==> config.mk <==
export PLATFORM = sky130hd
export DESIGN_NAME = accel_fall_detector_core_flat
export DESIGN_NICKNAME = d
export VERILOG_FILES = /design/src/hdl/afd_pkg.sv /design/src/hdl/afd_sample_if.sv /design/src/hdl/afd_result_if.sv /design/src/hdl/afd_mag_pipe.sv /design/src/hdl/accel_fall_detector_core.sv /design/src/flat_wrapper.sv
export SDC_FILE = /design/constraint.sdc
export NUM_CORES = 2
export LEC_CHECK = 0
export BUFFER_PORTS_ARGS = -buffer_cell sky130_fd_sc_hd__buf_2
export CORE_AREA = 5 5 412 414
export CTS_CLUSTER_SIZE = 12
export DETAILED_ROUTE_END_ITERATION = 7
export DIE_AREA = 0 0 417 419
export GPL_TIMING_DRIVEN = 0
export HOLD_SLACK_MARGIN = 0.12
export PLACE_DENSITY = 0.47
export SYNTH_ARGS = -nofsm -noshare
export SYNTH_HDL_FRONTEND = slang
export SYNTH_SLANG_ARGS = --single-unit
export TNS_END_PERCENT = 30
==> constraint.sdc <==
create_clock -name i_clk -period 14 [get_ports i_clk]
set_input_delay 1.4 -clock i_clk [delete_from_list [all_inputs] [get_ports i_clk]]
set_output_delay 1.4 -clock i_clk [all_outputs]
set_load 0.01 [all_outputs]
==> src/hdl/afd_pkg.sv <==
`timescale 1ns / 1ps
// ============================================================================
// afd_pkg
// Shared types and constants of the accelerometer fall detector.
// ============================================================================
package afd_pkg;

    // Configuration port address width: five registers at a 4-byte stride.
    localparam int unsigned ADDR_W = 5;

    // Register indexes (byte address / 4).
    typedef enum logic [2:0] {
        REG_FREEFALL_LEVEL_SQ = 3'd0,
        REG_IMPACT_LEVEL_SQ   = 3'd1,
        REG_FREEFALL_MIN_MS   = 3'd2,
        REG_WINDOW_MS         = 3'd3,
        REG_HOLD_MS           = 3'd4
    } t_reg_idx;

    // Register reset values.
    localparam logic [31:0] RST_FREEFALL_LEVEL_SQ = 32'd10737418;
    localparam logic [31:0] RST_IMPACT_LEVEL_SQ   = 32'd104857600;
    localparam logic [15:0] RST_FREEFALL_MIN_MS   = 16'd150;
    localparam logic [15:0] RST_WINDOW_MS         = 16'd500;
    localparam logic [15:0] RST_HOLD_MS           = 16'd3000;

    // Classified sample handed from the magnitude pipeline to the detector.
    typedef struct packed {
        logic        free_fall;  // squared magnitude below the free fall level
        logic        impact;     // squared magnitude above the impact level
        logic        clear;
        logic [31:0] time_ms;
    } t_cls;

endpackage

==> src/hdl/afd_sample_if.sv <==
`timescale 1ns / 1ps
// ============================================================================
// afd_sample_if
// Valid/ready channel carrying one timestamped accelerometer sample.
// ============================================================================
interface afd_sample_if;
    logic               valid;
    logic               ready;
    logic signed [15:0] accel_x;
    logic signed [15:0] accel_y;
    logic signed [15:0] accel_z;
    logic        [31:0] time_ms;
    logic               clear;

    modport source (output valid, accel_x, accel_y, accel_z, time_ms, clear,
                    input ready);
    modport sink   (input valid, accel_x, accel_y, accel_z, time_ms, clear,
                    output ready);
endinterface

==> src/hdl/afd_result_if.sv <==
`timescale 1ns / 1ps
// ============================================================================
// afd_result_if
// Valid/ready channel carrying one fall detector result.
// ============================================================================
interface afd_result_if;
    logic valid;
    logic ready;
    logic fall_detected;
    logic fall_active;
    logic in_freefall;
    logic in_window;

    modport source (output valid, fall_detected, fall_active, in_freefall,
                    in_window, input ready);
    modport sink   (input valid, fall_detected, fall_active, in_freefall,
                    in_window, output ready);
endinterface

==> src/hdl/afd_mag_pipe.sv <==
`timescale 1ns / 1ps
// ============================================================================
// afd_mag_pipe
// Three-stage pipeline: input register, per-axis squares, sum and threshold
// compares. Each stage loads when it is empty or its successor loads.
// ============================================================================
module afd_mag_pipe (
    input  logic                 i_clk,
    input  logic                 i_rst_n,
    afd_sample_if.sink           i_sample,
    input  logic [31:0]          i_freefall_level_sq,
    input  logic [31:0]          i_impact_level_sq,
    output logic                 o_cls_valid,
    input  logic                 i_cls_ready,
    output afd_pkg::t_cls        o_cls
);
    import afd_pkg::*;

    // Stage 1: registered sample.
    logic               r_v1;
    logic signed [15:0] r_x, r_y, r_z;
    logic        [31:0] r_t1;
    logic               r_c1;
    // Stage 2: squares.
    logic               r_v2;
    logic        [30:0] r_sx, r_sy, r_sz;
    logic        [31:0] r_t2;
    logic               r_c2;
    // Stage 3: classification.
    logic               r_v3;
    t_cls               r_cls;

    logic               rdy1, rdy2, rdy3;
    logic        [31:0] mag_sq;

    // Magnitude of a signed 16-bit value; -32768 gives 32768.
    function automatic logic [16:0] abs17(input logic signed [15:0] v);
        logic signed [16:0] e;
        e = 17'(v);
        return e[16] ? 17'(-e) : 17'(e);
    endfunction

    function automatic logic [30:0] sq17(input logic [16:0] m);
        logic [33:0] p;
        p = m * m;
        return p[30:0];
    endfunction

    assign rdy3 = !r_v3 || i_cls_ready;
    assign rdy2 = !r_v2 || rdy3;
    assign rdy1 = !r_v1 || rdy2;
    assign i_sample.ready = rdy1;

    assign mag_sq = 32'(r_sx) + 32'(r_sy) + 32'(r_sz);

    always_ff @(posedge i_clk) begin
        if (!i_rst_n) begin
            r_v1 <= 1'b0;
            r_v2 <= 1'b0;
            r_v3 <= 1'b0;
        end else begin
            if (rdy1) begin
                r_v1 <= i_sample.valid;
            end
            if (rdy2) begin
                r_v2 <= r_v1;
            end
            if (rdy3) begin
                r_v3 <= r_v2;
            end
        end
    end

    always_ff @(posedge i_clk) begin
        if (rdy1 && i_sample.valid) begin
            r_x  <= i_sample.accel_x;
            r_y  <= i_sample.accel_y;
            r_z  <= i_sample.accel_z;
            r_t1 <= i_sample.time_ms;
            r_c1 <= i_sample.clear;
        end
        if (rdy2 && r_v1) begin
            r_sx <= sq17(abs17(r_x));
            r_sy <= sq17(abs17(r_y));
            r_sz <= sq17(abs17(r_z));
            r_t2 <= r_t1;
            r_c2 <= r_c1;
        end
        if (rdy3 && r_v2) begin
            r_cls.free_fall <= mag_sq < i_freefall_level_sq;
            r_cls.impact    <= mag_sq > i_impact_level_sq;
            r_cls.clear     <= r_c2;
            r_cls.time_ms   <= r_t2;
        end
    end

    assign o_cls_valid = r_v3;
    assign o_cls       = r_cls;

endmodule

==> src/hdl/accel_fall_detector_core.sv <==
`timescale 1ns / 1ps
// ============================================================================
// accel_fall_detector_core
// Two-stage fall detector on timestamped three-axis accelerometer samples.
// ============================================================================
//
//  Channel    Direction  Handshake        Payload
//  i_sample   in         valid / ready    accel_x/y/z, time_ms, clear
//  o_result   out        valid / ready    fall_detected, fall_active,
//                                         in_freefall, in_window
//  APB        in         psel/penable     paddr, pwdata, prdata (32 bit)
//
// One item enters per cycle while the result side is not stalling. The four
// registers an item passes through are the input register, the squares, the
// sum and compare, and the detector update into the result register. The
// detector state loop closes in the last stage only, so the next item can
// follow in the very next cycle.
// Reset is synchronous and active low; it clears the pipeline valid bits,
// the detector flags and loads the register defaults.
// Each stage loads whenever it is empty or its successor loads. A stalled
// result lets the earlier stages keep taking items until all four stages
// hold one, after which the input is stalled as well.
//
// Behaviour in brief. The squared magnitude of each sample is compared with
// two squared thresholds, so no square root is needed. While the magnitude
// is below the free fall level the free fall flag is set and its start time
// kept; once free fall has lasted the minimum time the impact window opens.
// An impact (magnitude above the impact level) inside the window confirms a
// fall, closes the window and drops free fall. A window that has been open
// longer than its length closes and also drops free fall. A confirmed fall
// stays active until more than the hold time has passed. All time
// differences wrap modulo 2^32. A clear item resets every flag and time and
// yields an all-zero result.
// ============================================================================
module accel_fall_detector_core (
    input  logic                        i_clk,
    input  logic                        i_rst_n,
    afd_sample_if.sink                  i_sample,
    afd_result_if.source                o_result,
    input  logic                        psel,
    input  logic                        penable,
    input  logic                        pwrite,
    input  logic [afd_pkg::ADDR_W-1:0]  paddr,
    input  logic [31:0]                 pwdata,
    output logic [31:0]                 prdata,
    output logic                        pready
);
    import afd_pkg::*;

    // Configuration registers.
    logic [31:0] r_freefall_level_sq;
    logic [31:0] r_impact_level_sq;
    logic [15:0] r_freefall_min_ms;
    logic [15:0] r_window_ms;
    logic [15:0] r_hold_ms;

    // Classified samples from the magnitude pipeline.
    logic        cls_valid;
    logic        cls_ready;
    t_cls        cls;

    // Detector state.
    logic        r_ff_flag,   n_ff_flag;
    logic [31:0] r_ff_start,  n_ff_start;
    logic        r_win_flag,  n_win_flag;
    logic [31:0] r_win_start, n_win_start;
    logic        r_cf_flag,   n_cf_flag;
    logic [31:0] r_cf_time,   n_cf_time;
    logic        n_detected;

    // Result register.
    logic        r_out_valid;
    logic        r_fall_detected;

    logic        cfg_wr;
    logic        take;

    // ------------------------------------------------------------------
    // Configuration port. The low address bits are not decoded; indexes
    // beyond the last register are ignored on write and read as zero.
    // ------------------------------------------------------------------
    assign pready = 1'b1;
    assign cfg_wr = psel && penable && pwrite;

    always_ff @(posedge i_clk) begin
        if (!i_rst_n) begin
            r_freefall_level_sq <= RST_FREEFALL_LEVEL_SQ;
            r_impact_level_sq   <= RST_IMPACT_LEVEL_SQ;
            r_freefall_min_ms   <= RST_FREEFALL_MIN_MS;
            r_window_ms         <= RST_WINDOW_MS;
            r_hold_ms           <= RST_HOLD_MS;
        end else if (cfg_wr) begin
            unique case (paddr[ADDR_W-1:2])
                REG_FREEFALL_LEVEL_SQ: r_freefall_level_sq <= pwdata;
                REG_IMPACT_LEVEL_SQ:   r_impact_level_sq   <= pwdata;
                REG_FREEFALL_MIN_MS:   r_freefall_min_ms   <= pwdata[15:0];
                REG_WINDOW_MS:         r_window_ms         <= pwdata[15:0];
                REG_HOLD_MS:           r_hold_ms           <= pwdata[15:0];
                default: ;
            endcase
        end
    end

    always_comb begin
        unique case (paddr[ADDR_W-1:2])
            REG_FREEFALL_LEVEL_SQ: prdata = r_freefall_level_sq;
            REG_IMPACT_LEVEL_SQ:   prdata = r_impact_level_sq;
            REG_FREEFALL_MIN_MS:   prdata = 32'(r_freefall_min_ms);
            REG_WINDOW_MS:         prdata = 32'(r_window_ms);
            REG_HOLD_MS:           prdata = 32'(r_hold_ms);
            default:               prdata = '0;
        endcase
    end

    // ------------------------------------------------------------------
    // Squares, sum and threshold compares.
    // ------------------------------------------------------------------
    afd_mag_pipe u_mag (
        .i_clk               (i_clk),
        .i_rst_n             (i_rst_n),
        .i_sample            (i_sample),
        .i_freefall_level_sq (r_freefall_level_sq),
        .i_impact_level_sq   (r_impact_level_sq),
        .o_cls_valid         (cls_valid),
        .i_cls_ready         (cls_ready),
        .o_cls               (cls)
    );

    // The result register takes a new item when it is empty or being read.
    assign cls_ready = !r_out_valid || o_result.ready;
    assign take      = cls_valid && cls_ready;

    // ------------------------------------------------------------------
    // Detector update. The steps run in order: free fall tracking, then
    // the window and impact checks, then hold expiry, each seeing the
    // values the step before it left. Start times written in this step
    // give a zero difference to the checks after them.
    // ------------------------------------------------------------------
    always_comb begin
        n_ff_flag   = r_ff_flag;
        n_ff_start  = r_ff_start;
        n_win_flag  = r_win_flag;
        n_win_start = r_win_start;
        n_cf_flag   = r_cf_flag;
        n_cf_time   = r_cf_time;
        n_detected  = 1'b0;

        if (cls.clear) begin
            n_ff_flag   = 1'b0;
            n_ff_start  = '0;
            n_win_flag  = 1'b0;
            n_win_start = '0;
            n_cf_flag   = 1'b0;
            n_cf_time   = '0;
        end else begin
            if (cls.free_fall) begin
                if (!n_ff_flag) begin
                    n_ff_flag  = 1'b1;
                    n_ff_start = cls.time_ms;
                end
                if ((cls.time_ms - n_ff_start) >= 32'(r_freefall_min_ms)
                        && !n_win_flag) begin
                    n_win_flag  = 1'b1;
                    n_win_start = cls.time_ms;
                end
            end else begin
                n_ff_flag = 1'b0;
            end

            if (n_win_flag) begin
                priority if (cls.impact) begin
                    n_cf_flag  = 1'b1;
                    n_cf_time  = cls.time_ms;
                    n_win_flag = 1'b0;
                    n_ff_flag  = 1'b0;
                    n_detected = 1'b1;
                end else if ((cls.time_ms - n_win_start) > 32'(r_window_ms)) begin
                    n_win_flag = 1'b0;
                    n_ff_flag  = 1'b0;
                end else begin
                    // Neither impact nor timeout: the window stays open.
                    n_win_flag = 1'b1;
                end
            end

            if (n_cf_flag && (cls.time_ms - n_cf_time) > 32'(r_hold_ms)) begin
                n_cf_flag = 1'b0;
            end
        end
    end

    always_ff @(posedge i_clk) begin
        if (!i_rst_n) begin
            r_ff_flag   <= 1'b0;
            r_ff_start  <= '0;
            r_win_flag  <= 1'b0;
            r_win_start <= '0;
            r_cf_flag   <= 1'b0;
            r_cf_time   <= '0;
            r_out_valid <= 1'b0;
        end else begin
            if (take) begin
                r_ff_flag   <= n_ff_flag;
                r_ff_start  <= n_ff_start;
                r_win_flag  <= n_win_flag;
                r_win_start <= n_win_start;
                r_cf_flag   <= n_cf_flag;
                r_cf_time   <= n_cf_time;
            end
            if (cls_ready) begin
                r_out_valid <= cls_valid;
            end
        end
    end

    // The flag outputs are the state itself; only the detection pulse
    // needs a register of its own.
    always_ff @(posedge i_clk) begin
        if (take) begin
            r_fall_detected <= n_detected;
        end
    end

    assign o_result.valid         = r_out_valid;
    assign o_result.fall_detected = r_fall_detected;
    assign o_result.fall_active   = r_cf_flag;
    assign o_result.in_freefall   = r_ff_flag;
    assign o_result.in_window     = r_win_flag;

    // ------------------------------------------------------------------
    // Assertions.
    // ------------------------------------------------------------------
    // A detected fall starts its hold on the same sample, so it is active.
    a_detect_active: assert property (@(posedge i_clk) disable iff (!i_rst_n)
        r_out_valid && r_fall_detected |-> r_cf_flag)
        else $error("detected fall not reported active");

    // Confirming an impact closes the window and ends free fall.
    a_detect_closes: assert property (@(posedge i_clk) disable iff (!i_rst_n)
        r_out_valid && r_fall_detected |-> !r_win_flag && !r_ff_flag)
        else $error("window or free fall left open after impact");

    // A classified sample held back by the result register stays intact.
    a_cls_hold: assert property (@(posedge i_clk) disable iff (!i_rst_n)
        cls_valid && !cls_ready |=> cls_valid && $stable(cls))
        else $error("classified sample changed while stalled");

endmodule

==> src/flat_wrapper.sv <==
// flat-port wrapper written by rule: the top's interface ports become plain ports
module accel_fall_detector_core_flat import afd_pkg::*;
  (i_clk, i_rst_n, psel, penable, pwrite, paddr, pwdata, prdata, pready, i_sample_valid, i_sample_accel_x, i_sample_accel_y, i_sample_accel_z, i_sample_time_ms, i_sample_clear, i_sample_ready, o_result_valid, o_result_fall_detected, o_result_fall_active, o_result_in_freefall, o_result_in_window, o_result_ready);
  afd_sample_if i_sample_i ();
  afd_result_if o_result_i ();
  input  logic i_clk;
  input  logic i_rst_n;
  input  logic psel;
  input  logic penable;
  input  logic pwrite;
  input  logic [afd_pkg::ADDR_W-1:0] paddr;
  input  logic [31:0] pwdata;
  output logic [31:0] prdata;
  output logic pready;
  input wire logic [$bits(i_sample_i.valid)-1:0] i_sample_valid;
  input wire logic [$bits(i_sample_i.accel_x)-1:0] i_sample_accel_x;
  input wire logic [$bits(i_sample_i.accel_y)-1:0] i_sample_accel_y;
  input wire logic [$bits(i_sample_i.accel_z)-1:0] i_sample_accel_z;
  input wire logic [$bits(i_sample_i.time_ms)-1:0] i_sample_time_ms;
  input wire logic [$bits(i_sample_i.clear)-1:0] i_sample_clear;
  output wire logic [$bits(i_sample_i.ready)-1:0] i_sample_ready;
  output wire logic [$bits(o_result_i.valid)-1:0] o_result_valid;
  output wire logic [$bits(o_result_i.fall_detected)-1:0] o_result_fall_detected;
  output wire logic [$bits(o_result_i.fall_active)-1:0] o_result_fall_active;
  output wire logic [$bits(o_result_i.in_freefall)-1:0] o_result_in_freefall;
  output wire logic [$bits(o_result_i.in_window)-1:0] o_result_in_window;
  input wire logic [$bits(o_result_i.ready)-1:0] o_result_ready;
  assign i_sample_i.valid = i_sample_valid;
  assign i_sample_i.accel_x = i_sample_accel_x;
  assign i_sample_i.accel_y = i_sample_accel_y;
  assign i_sample_i.accel_z = i_sample_accel_z;
  assign i_sample_i.time_ms = i_sample_time_ms;
  assign i_sample_i.clear = i_sample_clear;
  assign i_sample_ready = i_sample_i.ready;
  assign o_result_valid = o_result_i.valid;
  assign o_result_fall_detected = o_result_i.fall_detected;
  assign o_result_fall_active = o_result_i.fall_active;
  assign o_result_in_freefall = o_result_i.in_freefall;
  assign o_result_in_window = o_result_i.in_window;
  assign o_result_i.ready = o_result_ready;
  accel_fall_detector_core u_core (.i_clk(i_clk), .i_rst_n(i_rst_n), .i_sample(i_sample_i), .o_result(o_result_i), .psel(psel), .penable(penable), .pwrite(pwrite), .paddr(paddr), .pwdata(pwdata), .prdata(prdata), .pready(pready));
endmodule
; Word-level counts from Yosys, hierarchy flattened
; Index checks and enable logic that the tools add are counted.
[op_classes]
addsub = 8
n_mul = 3
div_mod_pow = 0
order_cmp = 5
eq_ne = 4
shift = 0
n_mux = 35
bitwise_logic = 1
reduce_logical = 26
[op_table]
columns = operator, n
row1 = $mux 32, 13
row2 = $pmux 32 s5, 1
row3 = $sub 32x32->32, 3
row4 = $mul 17x17->31, 3
row5 = $gt 32x16->1, 2
row6 = $mux 17, 3
row7 = $neg 16->17, 3
row8 = $add 31x31->32, 1
row9 = $add 32x31->32, 1
row10 = $ge 32x16->1, 1
row11 = $gt 32x32->1, 1
row12 = $lt 32x32->1, 1
row13 = $mux 1, 18
row14 = $reduce_and 2->1, 6
row15 = $logic_and 1x1->1, 8
row16 = $eq 3x2->1 const B, 2
row17 = $logic_not 1->1, 5
row18 = $logic_or 1x1->1, 4
row19 = $eq 3x1->1 const B, 1
row20 = $eq 3x3->1 const B, 1
row21 = $logic_not 3->1, 1
row22 = $reduce_bool 2->1, 1
row23 = $reduce_or 2->1, 1
row24 = $not 1->1, 1
[word_totals]
regBits = 458
latch_bits = 0
ram_bits = 0
romBits = 0
inputBits = 125
output_inout_bits = 39
wordCells = 112
mem_count = 0

; Logic depth before layout (Yosys ltp)
[logic_depth]
ltp_word = 16
depth_mapped = 47
ltp_nobuf = 46

; Hierarchy
; From an unflattened synthesis, not the netlist that was laid out.
[unflattened]
hier_cells = 5477
area_unflattened_um2 = 50546.0
[modules_own_cells]
columns = mod, instances, cells_per_inst, area_per_inst_um2, seq_area_each_um2
row1 = afd_mag_pipe, 1, 3397, 34458.0, 7236.9
row2 = accel_fall_detector_core, 1, 2080, 16087.9, 4274.1

; Worst setup path after synthesis
; Ideal clock, no wire load.
[synth_timing]
kind = in2reg
start = input port o_result_ready
end = register u_core.u_mag.r_c2 (enable)
setup_ns = 0.792
arrival_ns = 10.578
required_ns = 13.208
setup_slack_ns = 2.630
stages = 3
n_path_buf = 0
path_cell_list = nor2b_1 > and2_0 > a21boi_0
[synth_via]
elab_chain_len = 4
[synth_lines]
columns = element, line
row1 = "start, declared", flat_wrapper.sv:27  ; input wire logic [$bits(o_result_i.ready)-1:0] o_result_ready;
row2 = $logic_or 1x1->1, accel_fall_detector_core.sv:130  ; assign cls_ready = !r_out_valid || o_result.ready;
row3 = $logic_or 1x1->1, afd_mag_pipe.sv:49  ; assign rdy3 = !r_v3 || i_cls_ready;
row4 = $logic_or 1x1->1, afd_mag_pipe.sv:50  ; assign rdy2 = !r_v2 || rdy3;
row5 = $logic_and 1x1->1, afd_mag_pipe.sv:82  ; if (rdy2 && r_v1) begin
row6 = "end signal, assigned", afd_mag_pipe.sv:87  ; r_c2 <= r_c1;
row7 = "end, declared", afd_mag_pipe.sv:28  ; logic r_c2;
; No other way between the ends.
; A chain may end at the register's enable or synchronous reset.

; Final worst setup path
[layout_timing]
start = register u_core.r_ff_flag, in the netlist u_core.o_result.in_freefall
end = register u_core.r_ff_flag, in the netlist u_core.o_result.in_freefall
[layout_via]
elab_chain_len = 15
elab_cells_between_ends = 18
classes_between = add/sub: 2 / order compare: 2 / mux: 13 / reduce/logical: 1
[layout_lines]
columns = element, line
row1 = "start, declared", accel_fall_detector_core.sv:63  ; logic r_ff_flag, n_ff_flag;
row2 = "start signal, assigned", accel_fall_detector_core.sv:203  ; r_ff_flag <= n_ff_flag;
row3 = $mux 32 (*), accel_fall_detector_core.sv:157  ; if (!n_ff_flag) begin
row4 = $mux 32 (*), accel_fall_detector_core.sv:156  ; if (cls.free_fall) begin
row5 = $mux 32 (*), accel_fall_detector_core.sv:148  ; if (cls.clear) begin
row6 = $sub 32x32->32 (*), accel_fall_detector_core.sv:161  ; if ((cls.time_ms - n_ff_start) >= 32'(r_freefall_min_ms)
row7 = $ge 32x16->1 (*), accel_fall_detector_core.sv:161
row8 = $logic_and 1x1->1 (*), accel_fall_detector_core.sv:162  ; && !n_win_flag) begin
row9 = $mux 32, accel_fall_detector_core.sv:161
row10 = $mux 32, accel_fall_detector_core.sv:156
row11 = $mux 32, accel_fall_detector_core.sv:148
row12 = $sub 32x32->32, accel_fall_detector_core.sv:177  ; end else if ((cls.time_ms - n_win_start) > 32'(r_window_ms)) begin
row13 = $gt 32x16->1, accel_fall_detector_core.sv:177
row14 = $mux 1, accel_fall_detector_core.sv:177
row15 = $mux 1, accel_fall_detector_core.sv:171  ; priority if (cls.impact) begin
row16 = $mux 1 (*), accel_fall_detector_core.sv:170  ; if (n_win_flag) begin
row17 = $mux 1 (*), accel_fall_detector_core.sv:148
; Mark *: on every way between the ends. The rest lies on a longest branch, timed or not. The select of a mux whose other input is x is not followed.

==> impl_metrics.ini <==
[yosys]
yosys_warnings = 0
ys_types = 85
syn-mean-instance-area_um2 = 9.44
synth-edff-count = 240
netlist_instances = 5235
synth-seq-area-share = 0.233
synth_ff_type = edfxtp_1
ys_ff_latch = 455
async_reset_ff_frac = 0
synthesis.area_mm2 = 0.0494

[detailed_routing]
firstDrtPassIters = 5
drc_errors = 0
vias = 36700
drt-initial-drc-count = 1904
wirelength_um = 136000
vias_per_cell = 4.69
antenna_left = 0
post_drt_wl_per_cell_um = 17.5

[final_layout]
layout.nets = 6811
fin_area_mm2 = 0.0556
final_core_util = 0.335
drive_gt1_frac = 0.0583
diodes = 0
fin_cells = 7817
seq_area_mm2 = 0.0115
nFillCells = 17300
multi_input_area_mm2 = 0.0339
area_delta_synth_final_pct = 12.5

[worst_setup_path]
reg2reg_slack_ns = 1.78
crit_required_ns = 14.60
cp_top_family = compound AO/OA/AOI/OAI gates
cp-start-kind = register
path_buf_inv = 3
crit_arrival_ns = 12.82
crit_slowest_cell = buf_1
slowest_delay_ns = 0.67
critPathCaptureType = register
crit_path_frequent_cell = ha_1
critPathKind = reg2reg
crit_path_max_fanout = 10

[global_route]
grt_pass1_wl_um = 212000
track_usage = 0.155
grt_pass1_vias = 37600
grt.overflow.total = 0
antenna_found_initial = 9
grt_max_degree = 32

[placement]
place_area_mm2 = 0.0536
pre_cts_slack_ns = 1.80
numPlacedInstances = 7711
dp_hpwl_um = 115000
port_buffers = 160
gp_congestion = 0.865

[clock_tree]
clk_pin_slew_ns = 0.06
htreeDepth = 2
cts_hold_repair.buffers = 0
clock_latency_ns = 0.69
cts_setup_buffers = 0
clockRootBuffer = clkbuf_16
cts_sinks = 455
cts_buffer_depth = 3
ctsResizeCount = 0
tritoncts = yes
numCtsBuffers = 57

[floorplanning]
dieArea_mm2 = 0.175
die_h_um = 419
initial_core_util = 0.298
row_count = 150
die_w_um = 417
core_area_mm2 = 0.166
ioPinCount = 164

[timing]
layout_setup_ws_ns = 1.78
min_period_over_period = 0.873
clock.fmax_mhz = 81.8
finClkSkew_ns = 0.0694
maxSlewViolCount = 0
final_hold_viol_count = 0
setup_viol = 0
slew_headroom = 0.0818
rsz0062_at_grt = no
tightest_slew_ns = 1.37
layout_min_cycle_time_ns = 12.22

[run]
maxCapViolations = 0

[worst_hold_path]
hold_path_class = reg2reg

[outcome]
status = completed
## cells in the final DEF (no fill, tap or decap), types with 19 or more instances in the layout
| master | n |
|---|---|
| a22oi_1 | 34 |
| dfxtp_1 | 215 |
| or3_1 | 25 |
| nand2b_1 | 43 |
| xnor2_1 | 153 |
| buf_2 | 174 |
| a22o_1 | 82 |
| fa_1 | 611 |
| edfxtp_1 | 240 |
| conb_1 | 106 |
| a21o_1 | 90 |
| a31oi_1 | 23 |
| inv_1 | 1007 |
| o21ai_0 | 174 |
| nor2_1 | 291 |
| nand3_1 | 45 |
| a21oi_1 | 184 |
| xor2_1 | 67 |
| mux2i_1 | 97 |
| and2_1 | 44 |
| nand4_1 | 36 |
| clkbuf_1 | 111 |
| a211oi_1 | 21 |
| and3_1 | 25 |
| nand2_1 | 568 |
| o211ai_1 | 50 |
| clkbuf_16 | 60 |
| clkinv_1 | 24 |
| nor2b_1 | 45 |
| a21boi_0 | 96 |
| o21a_1 | 43 |
| nor3_1 | 46 |
| ha_1 | 509 |
| o22ai_1 | 19 |
## through the flow
stage	TNS (ns)	hold slack, ns
final	0	0.416
after global placement	-270.47	0.402
after floorplan	0	0.400
after global routing	0	0.431
after detailed placement	0	0.405
after CTS	0	0.412
## area by class of cell
type                            instances  area share
Clock buffer                           71      0.0285
Tap cell                             2204      0.0496
Sequential cell                       455       0.207
Inverter                             1030      0.0695
Multi-Input combinational cell       3721       0.610
Timing Repair Buffer                  168      0.0173
Clock inverter                         35     0.00821
Buffer                                133      0.0101
## logic make-up (layout without fill, tap and decap cells)
| group | Yosys count | after routing | synth area share |
|---|---|---|---|
| AND/OR/NAND/NOR | 1228 | 1228 | 0.111 |
| multiplexers | 99 | 99 | 0.0201 |
| other | 2 | 106 | 0.000152 |
| buffers and inverters | 1163 | 1437 | 0.0896 |
| flip-flops | 455 | 455 | 0.233 |
| AO/OA/AOI/OAI | 948 | 948 | 0.131 |
| adder cells (fa/ha/maj) | 1120 | 1120 | 0.376 |
| XOR/XNOR | 220 | 220 | 0.0390 |
## cells in the mapped netlist (all sizes together), types with 8 or more instances
library cell | count | area share
edfxtp | 240 | 0.15
or3 | 25 | 0.0032
mux2i | 97 | 0.020
nand4 | 36 | 0.0046
o22ai | 19 | 0.0024
inv | 1011 | 0.077
dfxtp | 215 | 0.087
o21a | 43 | 0.0065
clkbuf | 105 | 0.0080
and2 | 45 | 0.0057
buf | 28 | 0.0034
a21oi | 185 | 0.019
o31ai | 16 | 0.0027
o2111ai | 12 | 0.0021
ha | 509 | 0.13
nand2b | 43 | 0.0054
a21boi | 99 | 0.015
nor2 | 291 | 0.022
a31oi | 24 | 0.0030
o211ai | 50 | 0.0076
o41ai | 8 | 0.0014
nand3 | 45 | 0.0046
xor2 | 67 | 0.012
nor3 | 47 | 0.0048
nor2b | 46 | 0.0058
or2 | 16 | 0.0020
a22o | 82 | 0.015
fa | 611 | 0.25
and3 | 25 | 0.0032
o21bai | 15 | 0.0023
nor4 | 11 | 0.0014
nand2 | 568 | 0.043
clkinv | 19 | 0.0014
xnor2 | 153 | 0.027
o21ai | 178 | 0.018
a21o | 90 | 0.014
a211oi | 21 | 0.0032
a22oi | 34 | 0.0052
or4 | 9 | 0.0014
a2111oi | 8 | 0.0014
## final timing paths
check	start	to	cells past startpoint
setup / recovery	u_core.o_result.in_freefall	u_core.o_result.in_freefall	45
hold / removal	u_core.u_mag.r_t2[8]	u_core.u_mag.o_cls[8]	0
setup reg to reg	u_core.o_result.in_freefall	u_core.o_result.in_freefall	45
hold reg to reg	u_core.u_mag.r_t2[8]	u_core.u_mag.o_cls[8]	0
## layer usage
layer  wire length (um)  GRT usage  up-vias
met1              60100      0.202    18100
met4               3960     0.0415        0
li1                   -          -    17800
met5                  0          0        -
met2              67000      0.271      656
met3               5340     0.0190      149
## flip-flops by register name (all words and copies together) (netlist names), 30 cells and up
signal	count
u_core.u_mag.r_t2	32
u_core.u_mag.r_t1	32
u_core.u_mag.o_cls	35
u_core.r_freefall_level_sq	32
u_core.u_mag.r_sx	30
u_core.u_mag.r_sz	30
u_core.r_cf_time	32
u_core.r_impact_level_sq	32
u_core.r_win_start	32
u_core.u_mag.r_sy	30
u_core.r_ff_start	32
Power is not shown: default switching activity piles up to over one toggle a cycle in this logic, so the estimate is an artifact.
